**config.mk**
```make
export PLATFORM = sky130hd
export DESIGN_NAME = sliding_window_median_filter_core
export DESIGN_NICKNAME = d
export VERILOG_FILES = /design/src/hdl/smf_pkg.sv /design/src/hdl/sliding_window_median_filter_core.sv /design/src/hdl/smf_front.sv /design/src/hdl/smf_back.sv
export SDC_FILE = /design/constraint.sdc
export NUM_CORES = 1
export LEC_CHECK = 0
export BUFFER_PORTS_ARGS = -buffer_cell sky130_fd_sc_hd__buf_4
export CAP_MARGIN = 20
export CORE_MARGIN = 2
export CORE_UTILIZATION = 65
export DETAILED_ROUTE_END_ITERATION = 8
export PLACE_DENSITY_LB_ADDON = 0.05
export REMOVE_ABC_BUFFERS = 1
export SYNTH_ARGS = -nofsm -noshare
export SYNTH_HDL_FRONTEND = slang
export SYNTH_SLANG_ARGS = --single-unit
```
**constraint.sdc**
```tcl
create_clock -name i_clk -period 26.4 [get_ports i_clk]
set_input_delay 3.96 -clock i_clk [delete_from_list [all_inputs] [get_ports i_clk]]
set_output_delay 3.96 -clock i_clk [all_outputs]
set_load 0.005 [all_outputs]
```
**src/hdl/smf_pkg.sv**
```systemverilog
package smf_pkg;

    // Item kind as classified by the front end
    typedef enum logic {
        OP_FILTER  = 1'b0,
        OP_PRELOAD = 1'b1
    } t_op;

    // Head of the item queue as seen by the back end
    typedef struct packed {
        logic vld;
        t_op  op;
    } t_head;

    localparam int CFG_W = 5;
    localparam logic [CFG_W-1:0] WINDOW_RESET = 5'd5;

endpackage

```
**src/hdl/sliding_window_median_filter_core.sv**
```systemverilog
// Running median filter over a programmable sliding window.
//
// Input channel (queue style): an item transfers on a clock edge with push
// high and full low. i_op = 0 filters i_sample_value and produces one
// median; i_op = 1 preloads the whole history with i_sample_value and
// produces nothing.
// Result channel (queue style): o_median_value is valid while empty is low
// and transfers on an edge with pop high.
// Config: i_cfg_we writes i_cfg_wdata into the window length (0 acts as 1,
// values above MAX_WINDOW clamp). Write only while the block is idle.
//
// Flow: a two-entry item queue feeds the back end, which searches the
// window one candidate per cycle until it finds the one of rank length/2.
// A preload leaves the queue head as soon as it arrives there; a filter
// item leaves when its median is found and written to the output register.
// Stall: a result waits in the output register; the next filter item holds
// at its final candidate until the register frees, while the queue keeps
// taking items until full.
// Reset: history cleared to zero, window length 5, queues empty.
module sliding_window_median_filter_core #(
    parameter int MAX_WINDOW   = 16,
    parameter int SAMPLE_WIDTH = 16
) (
    input  logic                              i_clk,
    input  logic                              i_rst_n,
    // input item channel
    input  logic                              push,
    output logic                              full,
    input  logic                              i_op,
    input  logic signed [SAMPLE_WIDTH-1:0]    i_sample_value,
    // result channel
    output logic                              empty,
    input  logic                              pop,
    output logic signed [SAMPLE_WIDTH-1:0]    o_median_value,
    // window length register
    input  logic                              i_cfg_we,
    input  logic [smf_pkg::CFG_W-1:0]         i_cfg_wdata
);

    logic [smf_pkg::CFG_W-1:0]      r_window_length;
    smf_pkg::t_head                 head;
    logic signed [SAMPLE_WIDTH-1:0] head_sample;
    logic                           deq;

    always_ff @(posedge i_clk) begin
        if (!i_rst_n) begin
            r_window_length <= smf_pkg::WINDOW_RESET;
        end else if (i_cfg_we) begin
            r_window_length <= i_cfg_wdata;
        end
    end

    // Front end: take the transfer, classify, queue
    smf_front #(
        .SAMPLE_WIDTH (SAMPLE_WIDTH)
    ) u_front (
        .i_clk         (i_clk),
        .i_rst_n       (i_rst_n),
        .i_push        (push),
        .i_op          (i_op),
        .i_sample      (i_sample_value),
        .o_full        (full),
        .i_deq         (deq),
        .o_head        (head),
        .o_head_sample (head_sample)
    );

    // Back end: history, rank search, output register
    smf_back #(
        .MAX_WINDOW   (MAX_WINDOW),
        .SAMPLE_WIDTH (SAMPLE_WIDTH)
    ) u_back (
        .i_clk           (i_clk),
        .i_rst_n         (i_rst_n),
        .i_head          (head),
        .i_head_sample   (head_sample),
        .o_deq           (deq),
        .i_window_length (r_window_length),
        .i_pop           (pop),
        .o_empty         (empty),
        .o_median        (o_median_value)
    );

endmodule

```
**src/hdl/smf_front.sv**
```systemverilog
module smf_front #(
    parameter int SAMPLE_WIDTH = 16
) (
    input  logic                           i_clk,
    input  logic                           i_rst_n,
    input  logic                           i_push,
    input  logic                           i_op,
    input  logic signed [SAMPLE_WIDTH-1:0] i_sample,
    output logic                           o_full,
    input  logic                           i_deq,
    output smf_pkg::t_head                 o_head,
    output logic signed [SAMPLE_WIDTH-1:0] o_head_sample
);

    // Two-entry item queue
    smf_pkg::t_op               r_op   [2];
    logic signed [SAMPLE_WIDTH-1:0] r_data [2];
    logic       r_wr_ptr, n_wr_ptr;
    logic       r_rd_ptr, n_rd_ptr;
    logic [1:0] r_count,  n_count;

    smf_pkg::t_op op_cls;
    logic         wr_en;
    logic         rd_en;

    always_comb begin
        unique case (i_op)
            1'b1:    op_cls = smf_pkg::OP_PRELOAD;
            default: op_cls = smf_pkg::OP_FILTER;
        endcase
    end

    assign o_full = (r_count == 2'd2);
    assign wr_en  = i_push && !o_full;
    assign rd_en  = i_deq && (r_count != 2'd0);

    always_comb begin
        n_wr_ptr = wr_en ? !r_wr_ptr : r_wr_ptr;
        n_rd_ptr = rd_en ? !r_rd_ptr : r_rd_ptr;
        n_count  = r_count;
        if (wr_en && !rd_en) begin
            n_count = r_count + 2'd1;
        end else if (rd_en && !wr_en) begin
            n_count = r_count - 2'd1;
        end
    end

    always_ff @(posedge i_clk) begin
        if (!i_rst_n) begin
            r_wr_ptr <= 1'b0;
            r_rd_ptr <= 1'b0;
            r_count  <= 2'd0;
        end else begin
            r_wr_ptr <= n_wr_ptr;
            r_rd_ptr <= n_rd_ptr;
            r_count  <= n_count;
        end
    end

    always_ff @(posedge i_clk) begin
        if (wr_en) begin
            r_op[r_wr_ptr]   <= op_cls;
            r_data[r_wr_ptr] <= i_sample;
        end
    end

    assign o_head.vld    = (r_count != 2'd0);
    assign o_head.op     = r_op[r_rd_ptr];
    assign o_head_sample = r_data[r_rd_ptr];

endmodule

```
**src/hdl/smf_back.sv**
```systemverilog
module smf_back #(
    parameter int MAX_WINDOW   = 16,
    parameter int SAMPLE_WIDTH = 16
) (
    input  logic                              i_clk,
    input  logic                              i_rst_n,
    input  smf_pkg::t_head                    i_head,
    input  logic signed [SAMPLE_WIDTH-1:0]    i_head_sample,
    output logic                              o_deq,
    input  logic [smf_pkg::CFG_W-1:0]         i_window_length,
    input  logic                              i_pop,
    output logic                              o_empty,
    output logic signed [SAMPLE_WIDTH-1:0]    o_median
);

    localparam int HIST_D = MAX_WINDOW - 1;
    localparam int CNT_W  = $clog2(MAX_WINDOW);
    localparam int LEN_W  = $clog2(MAX_WINDOW + 1);
    localparam int CMP_W  = (LEN_W > smf_pkg::CFG_W) ? LEN_W : smf_pkg::CFG_W;

    logic signed [SAMPLE_WIDTH-1:0] r_hist [HIST_D];
    logic signed [SAMPLE_WIDTH-1:0] n_hist [HIST_D];
    logic [CNT_W-1:0]               r_cnt, n_cnt;
    logic                           r_out_vld, n_out_vld;
    logic signed [SAMPLE_WIDTH-1:0] r_out_data, n_out_data;

    logic signed [SAMPLE_WIDTH-1:0] win [MAX_WINDOW];
    logic signed [SAMPLE_WIDTH-1:0] cand;
    logic [CMP_W-1:0]               wl_ext;
    logic [LEN_W-1:0]               len;
    logic [LEN_W-1:0]               rank;
    logic [MAX_WINDOW-1:0]          less;
    logic                           match;
    logic                           out_free;
    logic                           is_filter;
    logic                           is_preload;
    logic                           commit;

    // Length clamped to 1..MAX_WINDOW
    always_comb begin
        wl_ext = CMP_W'(i_window_length);
        if (wl_ext == '0) begin
            len = LEN_W'(1);
        end else if (wl_ext > CMP_W'(MAX_WINDOW)) begin
            len = LEN_W'(MAX_WINDOW);
        end else begin
            len = LEN_W'(wl_ext);
        end
    end

    // Window slot 0 is the new sample, slot k the k-th newest stored one
    always_comb begin
        win[0] = i_head_sample;
        for (int k = 1; k < MAX_WINDOW; k++) begin
            win[k] = r_hist[k-1];
        end
    end

    assign cand = win[r_cnt];

    // Rank of the candidate; ties broken by slot so every rank is unique
    always_comb begin
        for (int k = 0; k < MAX_WINDOW; k++) begin
            less[k] = (LEN_W'(k) < len) &&
                      ((win[k] < cand) || ((win[k] == cand) && (CNT_W'(k) < r_cnt)));
        end
    end

    assign rank  = LEN_W'($countones(less));
    assign match = (rank == (len >> 1));

    assign out_free   = !r_out_vld || i_pop;
    assign is_filter  = i_head.vld && (i_head.op == smf_pkg::OP_FILTER);
    assign is_preload = i_head.vld && (i_head.op == smf_pkg::OP_PRELOAD);
    assign commit     = is_filter && match && out_free;
    assign o_deq      = is_preload || commit;

    always_comb begin
        n_cnt = r_cnt;
        if (o_deq) begin
            n_cnt = '0;
        end else if (is_filter && !match) begin
            n_cnt = r_cnt + CNT_W'(1);
        end
    end

    always_comb begin
        for (int k = 0; k < HIST_D; k++) begin
            n_hist[k] = r_hist[k];
        end
        if (is_preload) begin
            for (int k = 0; k < HIST_D; k++) begin
                n_hist[k] = i_head_sample;
            end
        end else if (commit) begin
            n_hist[0] = i_head_sample;
            for (int k = 1; k < HIST_D; k++) begin
                n_hist[k] = r_hist[k-1];
            end
        end
    end

    always_comb begin
        n_out_vld  = r_out_vld;
        n_out_data = r_out_data;
        if (commit) begin
            n_out_vld  = 1'b1;
            n_out_data = cand;
        end else if (i_pop) begin
            n_out_vld = 1'b0;
        end
    end

    always_ff @(posedge i_clk) begin
        if (!i_rst_n) begin
            r_cnt     <= '0;
            r_out_vld <= 1'b0;
            for (int k = 0; k < HIST_D; k++) begin
                r_hist[k] <= '0;
            end
        end else begin
            r_cnt     <= n_cnt;
            r_out_vld <= n_out_vld;
            for (int k = 0; k < HIST_D; k++) begin
                r_hist[k] <= n_hist[k];
            end
        end
    end

    always_ff @(posedge i_clk) begin
        r_out_data <= n_out_data;
    end

    assign o_empty  = !r_out_vld;
    assign o_median = r_out_data;

endmodule

```
; Yosys cells after proc, flatten, opt, wreduce, memory -nomap -nowiden
; Memories as Yosys holds them, arrays and structs flattened. A register that Yosys moved wholly into a read port is not among the register bits.
; Index checks and enable logic that the tools add are counted.
[word_totals]
regBits = 30
latchBits = 0
ramBits = 274
romBits = 0
inputBits = 27
output_inout_bits = 18
elab_cells = 220
mem_count = 3
[mem_list]
columns = name, depth, word_bits, rd, rd_ports_with_merged_regs, write_ports, line_no
row1 = u_back.r_hist, 15, 16, 15, 0, 15, smf_back.sv:21  ; logic signed [SAMPLE_WIDTH-1:0] r_hist [HIST_D];
row2 = u_front.r_data, 2, 16, 1, 1, 1, smf_front.sv:17  ; logic signed [SAMPLE_WIDTH-1:0] r_data [2];
row3 = u_front.r_op, 2, 1, 1, 1, 1, smf_front.sv:16  ; smf_pkg::t_op r_op [2];
[op_classes]
add_sub_neg = 18
mul = 0
div_mod_pow = 0
magnitude_cmp = 50
eq_ne = 18
shifts = 0
muxes = 35
bitwise_logic = 18
n_reduce_logical = 71
[op_table]
columns = cell, count
row1 = two-way mux 240 bit, 2
row2 = two-way mux 16 bit, 17
row3 = equality test 16 bit, 16
row4 = less-than comparator 16 bit, 16
row5 = binary-select mux 16 bit (select 4 bit), 1
row6 = logical AND 1 bit, 41
row7 = "less-than comparator 4 x 5 -> 1 bit, first input constant", 8
row8 = adder 5 bit, 7
row9 = "less-than comparator 4 bit, first input constant", 8
row10 = "less-than comparator 3 x 5 -> 1 bit, first input constant", 4
row11 = logical OR 1 bit, 18
row12 = adder 1 x 1 -> 2 bit, 8
row13 = "less-than comparator 3 x 4 -> 1 bit, first input constant", 4
row14 = bitwise OR 1 bit, 15
row15 = two-way mux 1 bit, 11
row16 = "less-than comparator 1 x 5 -> 1 bit, first input constant", 2
row17 = "less-than comparator 2 x 5 -> 1 bit, first input constant", 2
row18 = two-way mux 5 bit, 2
row19 = "less-than comparator 1 x 4 -> 1 bit, first input constant", 2
row20 = "less-than comparator 2 x 4 -> 1 bit, first input constant", 2
row21 = logical NOT 1 bit, 7
row22 = nonzero test 2 bit, 3
row23 = equality test 5 x 4 -> 1 bit, 1
row24 = ">= comparator 5 bit, second input constant", 1
row25 = other kinds (10), 12

; Logic depth before layout (Yosys ltp)
; Gate-level depths: netlist (run 1).
[depth]
depth_word = 20
ltp_mapped = 37
ltp_nobuf = 33

; Modules after synthesis
; From an unflattened synthesis (run 1), not the netlist that was laid out.
[hier_totals]
cells_unflattened = 2101
hier_area_um2 = 20225.6
[by_module_without_submodules]
columns = mod, instances, cells_per_inst, area_per_inst_um2, seq_area_each_um2
row1 = smf_back, 1, 2007, 18576.6, 5385.2
row2 = smf_front, 1, 78, 1461.4, 1121.1
row3 = sliding_window_median_filter_core, 1, 16, 187.7, 100.1

; Least setup slack after synthesis (run 1)
; OpenSTA, ideal clock, no wires.
[synth_timing]
kind = register to register
startpoint = register u_back.r_cnt[0]
endpoint = register u_front.r_count[1]
setup_ns = 0.071
arrival_ns = 9.049
required_time_ns = 26.329
setup_slack_ns = 17.280
stages_incl_launch_ff = 33
n_path_buf = 4
synth_period_minus_slack_ns = 9.120
cell_sequence = dfxtp_1 -> buf_2 -> buf_1 -> mux4_2 -> mux4_2 -> inv_1 -> ha_1 -> a21o_1 -> a211oi_1 -> o21ai_0 -> o2111a_1 -> or4_1 -> a311oi_1 -> ha_1 -> inv_1 -> fa_1 -> fa_1 -> fa_1 -> fa_1 -> inv_1 -> ha_1 -> fa_1 -> nor4bb_1 -> a31oi_1 -> o32ai_1 -> nand4b_2 -> buf_6 -> nand2_8 -> inv_2 -> buf_2 -> ha_1 -> or3_1 -> a21oi_1
[synth_via]
elab_chain_len = 20
elab_cells_between_ends = 125
classes_between = 15 x add/sub / 32 x order compare / 17 x eq/ne / 4 x mux / 1 x bitwise / 56 x reduce/logical
[synth_rtl]
columns = item, line_no
row1 = start: declaration, smf_back.sv:23  ; logic [CNT_W-1:0] r_cnt, n_cnt;
row2 = start signal: assignment, smf_back.sv:122  ; r_cnt <= n_cnt;
row3 = inverter 4 -> 5 bit (implied by the code) *, smf_back.sv:59  ; assign cand = win[r_cnt];
row4 = binary-select mux 16 bit (select 4 bit) *, smf_back.sv:59
row5 = two-way mux 16 bit (implied by the code) * (2 in series), smf_back.sv:59
row6 = net u_back.cand[9], smf_back.sv:28  ; logic signed [SAMPLE_WIDTH-1:0] cand;
row7 = branches (longest 7 deep; another with less-than comparator 16 bit), --
row8 = adder 5 bit (implied by the code) *, smf_back.sv:69  ; assign rank = LEN_W'($countones(less));
row9 = equality test 5 x 4 -> 1 bit *, smf_back.sv:70  ; assign match = (rank == (len >> 1));
row10 = logical AND 1 bit * (2 in series), smf_back.sv:75  ; assign commit = is_filter && match && out_free;
row11 = logical OR 1 bit *, smf_back.sv:76  ; assign o_deq = is_preload || commit;
row12 = logical AND 1 bit *, smf_front.sv:35  ; assign rd_en = i_deq && (r_count != 2'd0);
row13 = logical NOT 1 bit, smf_front.sv:41  ; if (wr_en && !rd_en) begin
row14 = logical AND 1 bit, smf_front.sv:41
row15 = two-way mux 2 bit / nonzero test 2 bit (equally long branches), --
row16 = end signal: assignment, smf_front.sv:56  ; r_count <= n_count;
row17 = end: declaration, smf_front.sv:20  ; logic [1:0] r_count, n_count;
; Mark *: on every way through the listed nets, which the timed path passes. The select of a mux whose other input is x is not followed.
; A chain may end at the register's enable or synchronous reset.

==> flow_metrics.py, run 1 <==
metrics = {
    "worst_setup_path": {
        "start_kind": "flop",
        "worst-path-buf-inv": 7,
        "cp_slowest_stage_delay_ns": 0.90,
        "worstSetupEndpointType": "flop",
        "path_delay_family": "adder cells",
        "crit_type": "reg2reg",
        "reg2reg_to": "u_back.r_hist[0][124]$_SDFFE_PN0P_",
        "crit_slowest_cell": "buf_4",
        "r2r_cells": 31,
        "crit_top_cell": "fa_1",
        "critPathMaxFanout": 89,
        "reg2reg_slack_ns": 14.98,
        "crit_arrival_ns": 11.86,
        "critPathRequiredTime_ns": 26.84,
        "worstReg2RegStart": "u_back.r_cnt[1]$_SDFFE_PP0P_",
    },
    "sta": {
        "slew_headroom_pct": 24.8,
        "setup-tns-final_ns": 0,
        "worst_pin_slew_ns": 1.13,
        "hold_viol": 0,
        "slew_violations": 0,
        "max_freq_mhz": 87.6,
        "skew_ns": 0.0211,
        "rsz0062_at_grt": "no",
        "setup_viol": 0,
        "finalCriticalPeriod_ns": 11.42,
        "finalCritPeriodShare_pct": 43.2,
    },
    "worst_hold_path": {
        "hp-start": "u_back.r_hist[0][25]$_SDFFE_PN0P_",
        "hold_path_class": "reg2reg",
        "min_to": "u_back.r_hist[0][25]$_SDFFE_PN0P_",
        "whs_path_depth": 1,
    },
    "yosys": {
        "synth_area_um2": 19200,
        "synthXorXnorAreaFrac_pct": 0.455,
        "synth_edf_count": 50,
        "synthMuxAreaShare_pct": 11.4,
        "synth_seq_area_share_pct": 34.3,
        "ys_ff_latch": 305,
        "synthFlopType": "dfxtp_1",
        "yosys.area_share.simple_pct": 12.5,
        "synth.avg_cell_area_um2": 10.1,
        "synth_top_family_by_area": "adder cells",
        "synth_compound_area_share_pct": 18.5,
        "synth_cell_types": 73,
        "yosysWarnings": 0,
        "async_flop_share_pct": 0,
        "synthAdderAreaFrac_pct": 18.8,
        "syn_inst": 1910,
    },
    "global_routing": {
        "grt_pass1_vias": 15464,
        "antenna_found_initial": 2,
        "grt_usage_pct": 37.1,
        "grt.overflow.total": 0,
        "grt_pass1_wl_mm": 88.8,
        "grt_start_max_net_pins": 106,
    },
    "finish": {
        "final_cell_mix": "314 x nor2_1, 271 x ha_1, 253 x dfxtp_1",
        "fin_nets": 2218,
        "drive_gt1_share_pct": 12.4,
        "utilization_pct": 72.2,
        "fillerInstances": 2167,
        "final_common_cell": "nor2_1",
        "area_growth_pct": 8.56,
        "seq_area_um2": 6610,
        "multi_input_area_um2": 11900,
        "finalNonFillerCells": 2318,
        "antenna_cells": 0,
    },
    "route": {
        "ant_nets": 0,
        "finalWirelength_mm": 57.0,
        "route.vias.total": 16013,
        "drt_iter0_drc": 1822,
        "post-route-drc-count": 0,
        "vias_per_cell": 6.91,
        "wire_per_inst_um": 24.6,
        "drtPass1Iterations": 5,
    },
    "clock_network": {
        "cts_buffers": 34,
        "cts_sinks": 305,
        "clkLatencyLatePin_ns": 0.53,
        "cts.path.max_buffers": 3,
        "cts_root_buf": "clkbuf_16",
        "cts_tree": "yes",
        "h-tree-depth": 2,
        "cts-resized-gates": 0,
        "postCtsHoldBufs": 0,
        "clkSlewWorstSetupHoldPaths_ns": 0.06,
        "postCtsSetupBuffers": 0,
    },
    "placed_design": {
        "dpl.cell_count": 2255,
        "gp_congestion": 0.978,
        "dp_hpwl_mm": 41.2,
        "port_buffers": 44,
    },
    "run_status": {
        "status": "completed",
    },
    "flow_run": {
        "cap_violations": 0,
    },
    "die": {
        "core_area_um2": 28900,
        "start_util_pct": 66.5,
        "die_area_um2": 31000,
        "die_w_um": 176,
        "rows": 62,
        "io_pins": 45,
        "die_height_um": 176,
    },
}
-- cell families after synthesis --
kind of cell	count (synthesis)
simple gates	530
compound gates	490
flops	305
fa+ha+maj	282
buf+inv	171
mux	122
xor+xnor	10
-- metal layers --
layer / GRT usage (%) / share of wire (%) / up-vias
met1: 51.6 / 42 / 7828
li1: - / - / 7249
met5: 0 / 0.023 / -
met2: 54.9 / 43 / 783
met3: 9.39 / 10 / 151
met4: 15.8 / 4.5 / 2
-- registers in the layout, indices dropped and copies added (netlist names), named ones only --
name	count
u_back.r_hist	240
u_front.r_data	32
u_back.o_median	16
r_window_length	5
u_back.r_cnt	4
u_front.r_count	2
u_front.r_op	2
u_back.r_out_vld	1
u_front.r_rd_ptr	1
u_front.r_wr_ptr	1
-- stage by stage --
stage                     hold slack [ns]  instance area, um^2  worst slack (ns)
after global placement              0.486                19700             15.25
final                               0.499                20900             14.98
after floorplan                     0.466                18700             12.67
after global routing                0.512                20900             14.46
after CTS                           0.501                20800             15.13
after detailed placement            0.493                19700             15.15
-- synth_stat cells, types with 14 or more instances --
| cell type | number | share of area, % |
|---|---|---|
| buf_2 | 46 | 1.2 |
| nor2_1 | 315 | 6.1 |
| ha_1 | 271 | 18 |
| clkbuf_1 | 40 | 0.78 |
| inv_1 | 65 | 1.3 |
| mux4_2 | 76 | 8.9 |
| nor3_1 | 34 | 0.88 |
| edfxtp_1 | 50 | 7.8 |
| nor2b_1 | 16 | 0.52 |
| a21o_1 | 31 | 1.2 |
| nand2_1 | 42 | 0.82 |
| o21ai_0 | 69 | 1.8 |
| dfxtp_1 | 255 | 27 |
| a21oi_1 | 91 | 2.4 |
| mux2i_1 | 25 | 1.3 |
| nand2b_1 | 14 | 0.46 |
| nand3_1 | 20 | 0.52 |
| nand4_1 | 44 | 1.4 |
| mux2_2 | 21 | 1.2 |
| o2bb2ai_1 | 195 | 8.9 |
| o22ai_1 | 19 | 0.62 |
-- how the worst max path moves through the flow --
stage          depth (start not counted)                         start  slack, ns                                 end
2_1_floorplan                         27  u_back.r_cnt[0]$_SDFFE_PP0P_      12.67  u_back.r_hist[0][100]$_SDFFE_PN0P_
3_3_place_gp                          31  u_back.r_cnt[1]$_SDFFE_PP0P_      15.25  u_back.r_hist[0][124]$_SDFFE_PN0P_
3_5_place_dp                          31  u_back.r_cnt[1]$_SDFFE_PP0P_      15.15  u_back.r_hist[0][142]$_SDFFE_PN0P_
4_1_cts                               31  u_back.r_cnt[1]$_SDFFE_PP0P_      15.13  u_back.r_hist[0][124]$_SDFFE_PN0P_
5_1_grt                               31  u_back.r_cnt[1]$_SDFFE_PP0P_      14.46  u_back.r_hist[0][150]$_SDFFE_PN0P_
6_report                              31  u_back.r_cnt[1]$_SDFFE_PP0P_      14.98  u_back.r_hist[0][124]$_SDFFE_PN0P_
-- cell type report --
cell class / count / area share (%)
clock buffers: 51 / 5.13
inverters: 70 / 1.26
repair buffers: 64 / 2.49
multi-input cells: 1434 / 56.9
clock inverters: 10 / 0.252
well taps: 384 / 2.30
flip-flops and latches: 305 / 31.6
Power of run 1 is left out: the tool's default activity adds up to more than one toggle a clock period on the data nets, which glitch-free logic cannot reach.
==> run 2, diff against run 1 <==
Settings changed: ABC_AREA from default to 1, CORE_UTILIZATION 65 to 64.
Clock period 26.4 ns to 11.7 ns, I/O delays scaled along.
==> flow_metrics.py, run 2 <==
metrics = {
    "run_status": {
        "status": "completed",
    },
    "route": {
        "ant_nets": 0,
        "wire_per_inst_um": 21.8,
        "vias_per_cell": 6.39,
        "drtPass1Iterations": 6,
        "finalWirelength_mm": 71.2,
        "drt_iter0_drc": 2210,
        "post-route-drc-count": 0,
        "route.vias.total": 20894,
    },
    "worst_hold_path": {
        "hp-start": "u_front.r_rd_ptr$_SDFFE_PN0P_",
        "whs_path_depth": 1,
        "hold_path_class": "reg2reg",
    },
    "sta": {
        "finalCriticalPeriod_ns": 9.94,
        "rsz0062_at_grt": "no",
        "hold_viol": 0,
        "slew_violations": 0,
        "skew_ns": 0.0267,
        "max_freq_mhz": 101,
        "slew_headroom_pct": 23.0,
        "setup_viol": 0,
        "finalCritPeriodShare_pct": 85.0,
        "worst_pin_slew_ns": 1.16,
    },
    "worst_setup_path": {
        "critPathRequiredTime_ns": 12.13,
        "reg2reg_to": "u_back.r_hist[0][35]$_SDFFE_PN0P_",
        "crit_slowest_cell": "inv_2",
        "crit_type": "reg2reg",
        "worstSetupEndpointType": "flop",
        "reg2reg_slack_ns": 1.76,
        "worstReg2RegStart": "u_back.r_cnt[1]$_SDFFE_PP0P_",
        "crit_arrival_ns": 10.37,
        "critPathMaxFanout": 72,
        "cp_slowest_stage_delay_ns": 0.87,
        "start_kind": "flop",
        "r2r_cells": 35,
    },
    "yosys": {
        "synth_top_area_share_pct": 24.4,
        "synthFlopType": "dfxtp_1",
        "yosysWarnings": 0,
        "synth_cell_types": 53,
        "synth_most_common_cell": "nand2_1",
        "yosys.area.top_type": "dfxtp_1",
        "synth_seq_area_share_pct": 31.5,
        "synth_area_um2": 20900,
        "synth_edf_count": 50,
        "synthTopCellsByArea": "dfxtp_1 24%, ha_1 16%, nand2_1 10%, o21ai_0 8.5%, a21oi_1 7.4%",
        "ys_ff_latch": 305,
        "synth.avg_cell_area_um2": 7.32,
        "async_flop_share_pct": 0,
        "syn_inst": 2860,
        "synth.cells.most_frequent": "580 x nand2_1, 354 x o21ai_0, 308 x a21oi_1",
    },
    "clock_network": {
        "cts.path.max_buffers": 3,
        "clkLatencyLatePin_ns": 0.58,
        "cts_sinks": 305,
        "cts_root_buf": "clkbuf_16",
        "postCtsSetupBuffers": 0,
        "h-tree-depth": 2,
        "cts_tree": "yes",
        "postCtsHoldBufs": 0,
        "cts_buffers": 37,
        "cts-resized-gates": 0,
        "clkSlewWorstSetupHoldPaths_ns": 0.06,
    },
    "finish": {
        "design_area_um2": 22500,
        "fin_nets": 3111,
        "final_cell_mix": "580 x nand2_1, 354 x o21ai_0, 308 x a21oi_1",
        "top_register": "u_back.r_hist",
        "drive_gt1_share_pct": 5.37,
        "final_common_cell": "nand2_1",
        "utilization_pct": 69.6,
        "fillerInstances": 2816,
        "antenna_cells": 0,
        "area_growth_pct": 7.55,
        "largest_reg_flops": 240,
    },
    "die": {
        "die_height_um": 185,
        "io_pins": 45,
        "start_util_pct": 64.7,
        "die_w_um": 185,
        "core_area_um2": 32400,
        "die_area_um2": 34200,
        "rows": 66,
    },
    "flow_run": {
        "cap_violations": 0,
    },
    "global_routing": {
        "grt_pass1_vias": 19570,
        "grt_usage_pct": 41.6,
        "grt_start_max_net_pins": 164,
        "grt_pass1_wl_mm": 109,
        "grt.overflow.total": 0,
        "antenna_found_initial": 1,
    },
    "placed_design": {
        "dp_hpwl_mm": 47.7,
        "place_area_um2": 21300,
        "port_buffers": 44,
        "gp_congestion": 0.994,
    },
}
## run 2: cell types whose count changed in the layout (fill, tap and decap cells not counted), moves of 195 or more
cell,before,now
inv_1,65,264
nor2_1,314,80
a21oi_1,91,308
o21ai_0,69,354
nand2_1,42,580
o2bb2ai_1,195,0
## run 2: layout make-up
class / count / area, um^2 / area share (%)
multi-input cells: 2107 / 12500 / 55.4
flip-flops and latches: 305 / 6610 / 29.4
clock buffers: 54 / 1060 / 4.72
repair buffers: 76 / 642 / 2.85
inverters: 275 / 1040 / 4.61
well taps: 442 / 553 / 2.46
clock inverters: 13 / 144 / 0.639
## run 2: cells by family (layout without fill, tap and decap cells)
group / Yosys count / count (layout) / synth area share (%)
and+or+nand+nor: 934 / 934 / 19.1
AOI/OAI and AO/OA: 880 / 880 / 22.7
xor gates and xnor gates: 11 / 11 / 0.460
DFF: 305 / 305 / 31.5
adders and majority gates: 282 / 282 / 17.2
buffers and inverters: 448 / 418 / 8.97
## run 2: how the worst max path moves through the flow
stage | from | depth (start not counted) | end
6_report | u_back.r_cnt[1]$_SDFFE_PP0P_ | 35 | u_back.r_hist[0][35]$_SDFFE_PN0P_
5_1_grt | u_back.r_cnt[1]$_SDFFE_PP0P_ | 37 | u_back.r_hist[0][51]$_SDFFE_PN0P_
4_1_cts | u_back.r_cnt[1]$_SDFFE_PP0P_ | 35 | u_back.r_hist[0][35]$_SDFFE_PN0P_
3_5_place_dp | u_back.r_cnt[1]$_SDFFE_PP0P_ | 35 | u_back.r_hist[0][65]$_SDFFE_PN0P_
3_3_place_gp | u_back.r_cnt[1]$_SDFFE_PP0P_ | 35 | u_back.r_hist[0][34]$_SDFFE_PN0P_
2_1_floorplan | u_back.r_cnt[0]$_SDFFE_PP0P_ | 33 | u_back.r_hist[0][32]$_SDFFE_PN0P_
## run 2: per-layer routing
metal	vias up	global-route usage (%)	wire, um
li1	9745	-	-
met5	-	0	0
met1	9595	51.5	27400
met3	315	8.00	7270
met2	1239	64.3	30800
met4	0	31.1	5690
## run 2: metrics by stage
step | worst slack [ns] | cells | TNS, ns | hold slack (ns)
CTS | 1.89 | 3271 | 0 | 0.467
global route | 1.35 | 3272 | 0 | 0.493
floorplan | -2.08 | 2687 | -389.06 | 0.425
detailed placement | 1.92 | 3204 | 0 | 0.471
finish | 1.76 | 3272 | 0 | 0.467
global placement | 1.99 | 3204 | 0 | 0.437
## run 2: critical path: cells and delay by family (launching register included)
kind                       cells  cell delay (ns)
DFF                            1             0.45
buffers and inverters          9             2.87
AOI/OAI and AO/OA              5             1.29
xor gates and xnor gates       1             0.18
and+or+nand+nor               12             1.95
adders and majority gates      8             2.99
Power of run 2 is left out for the same reason.
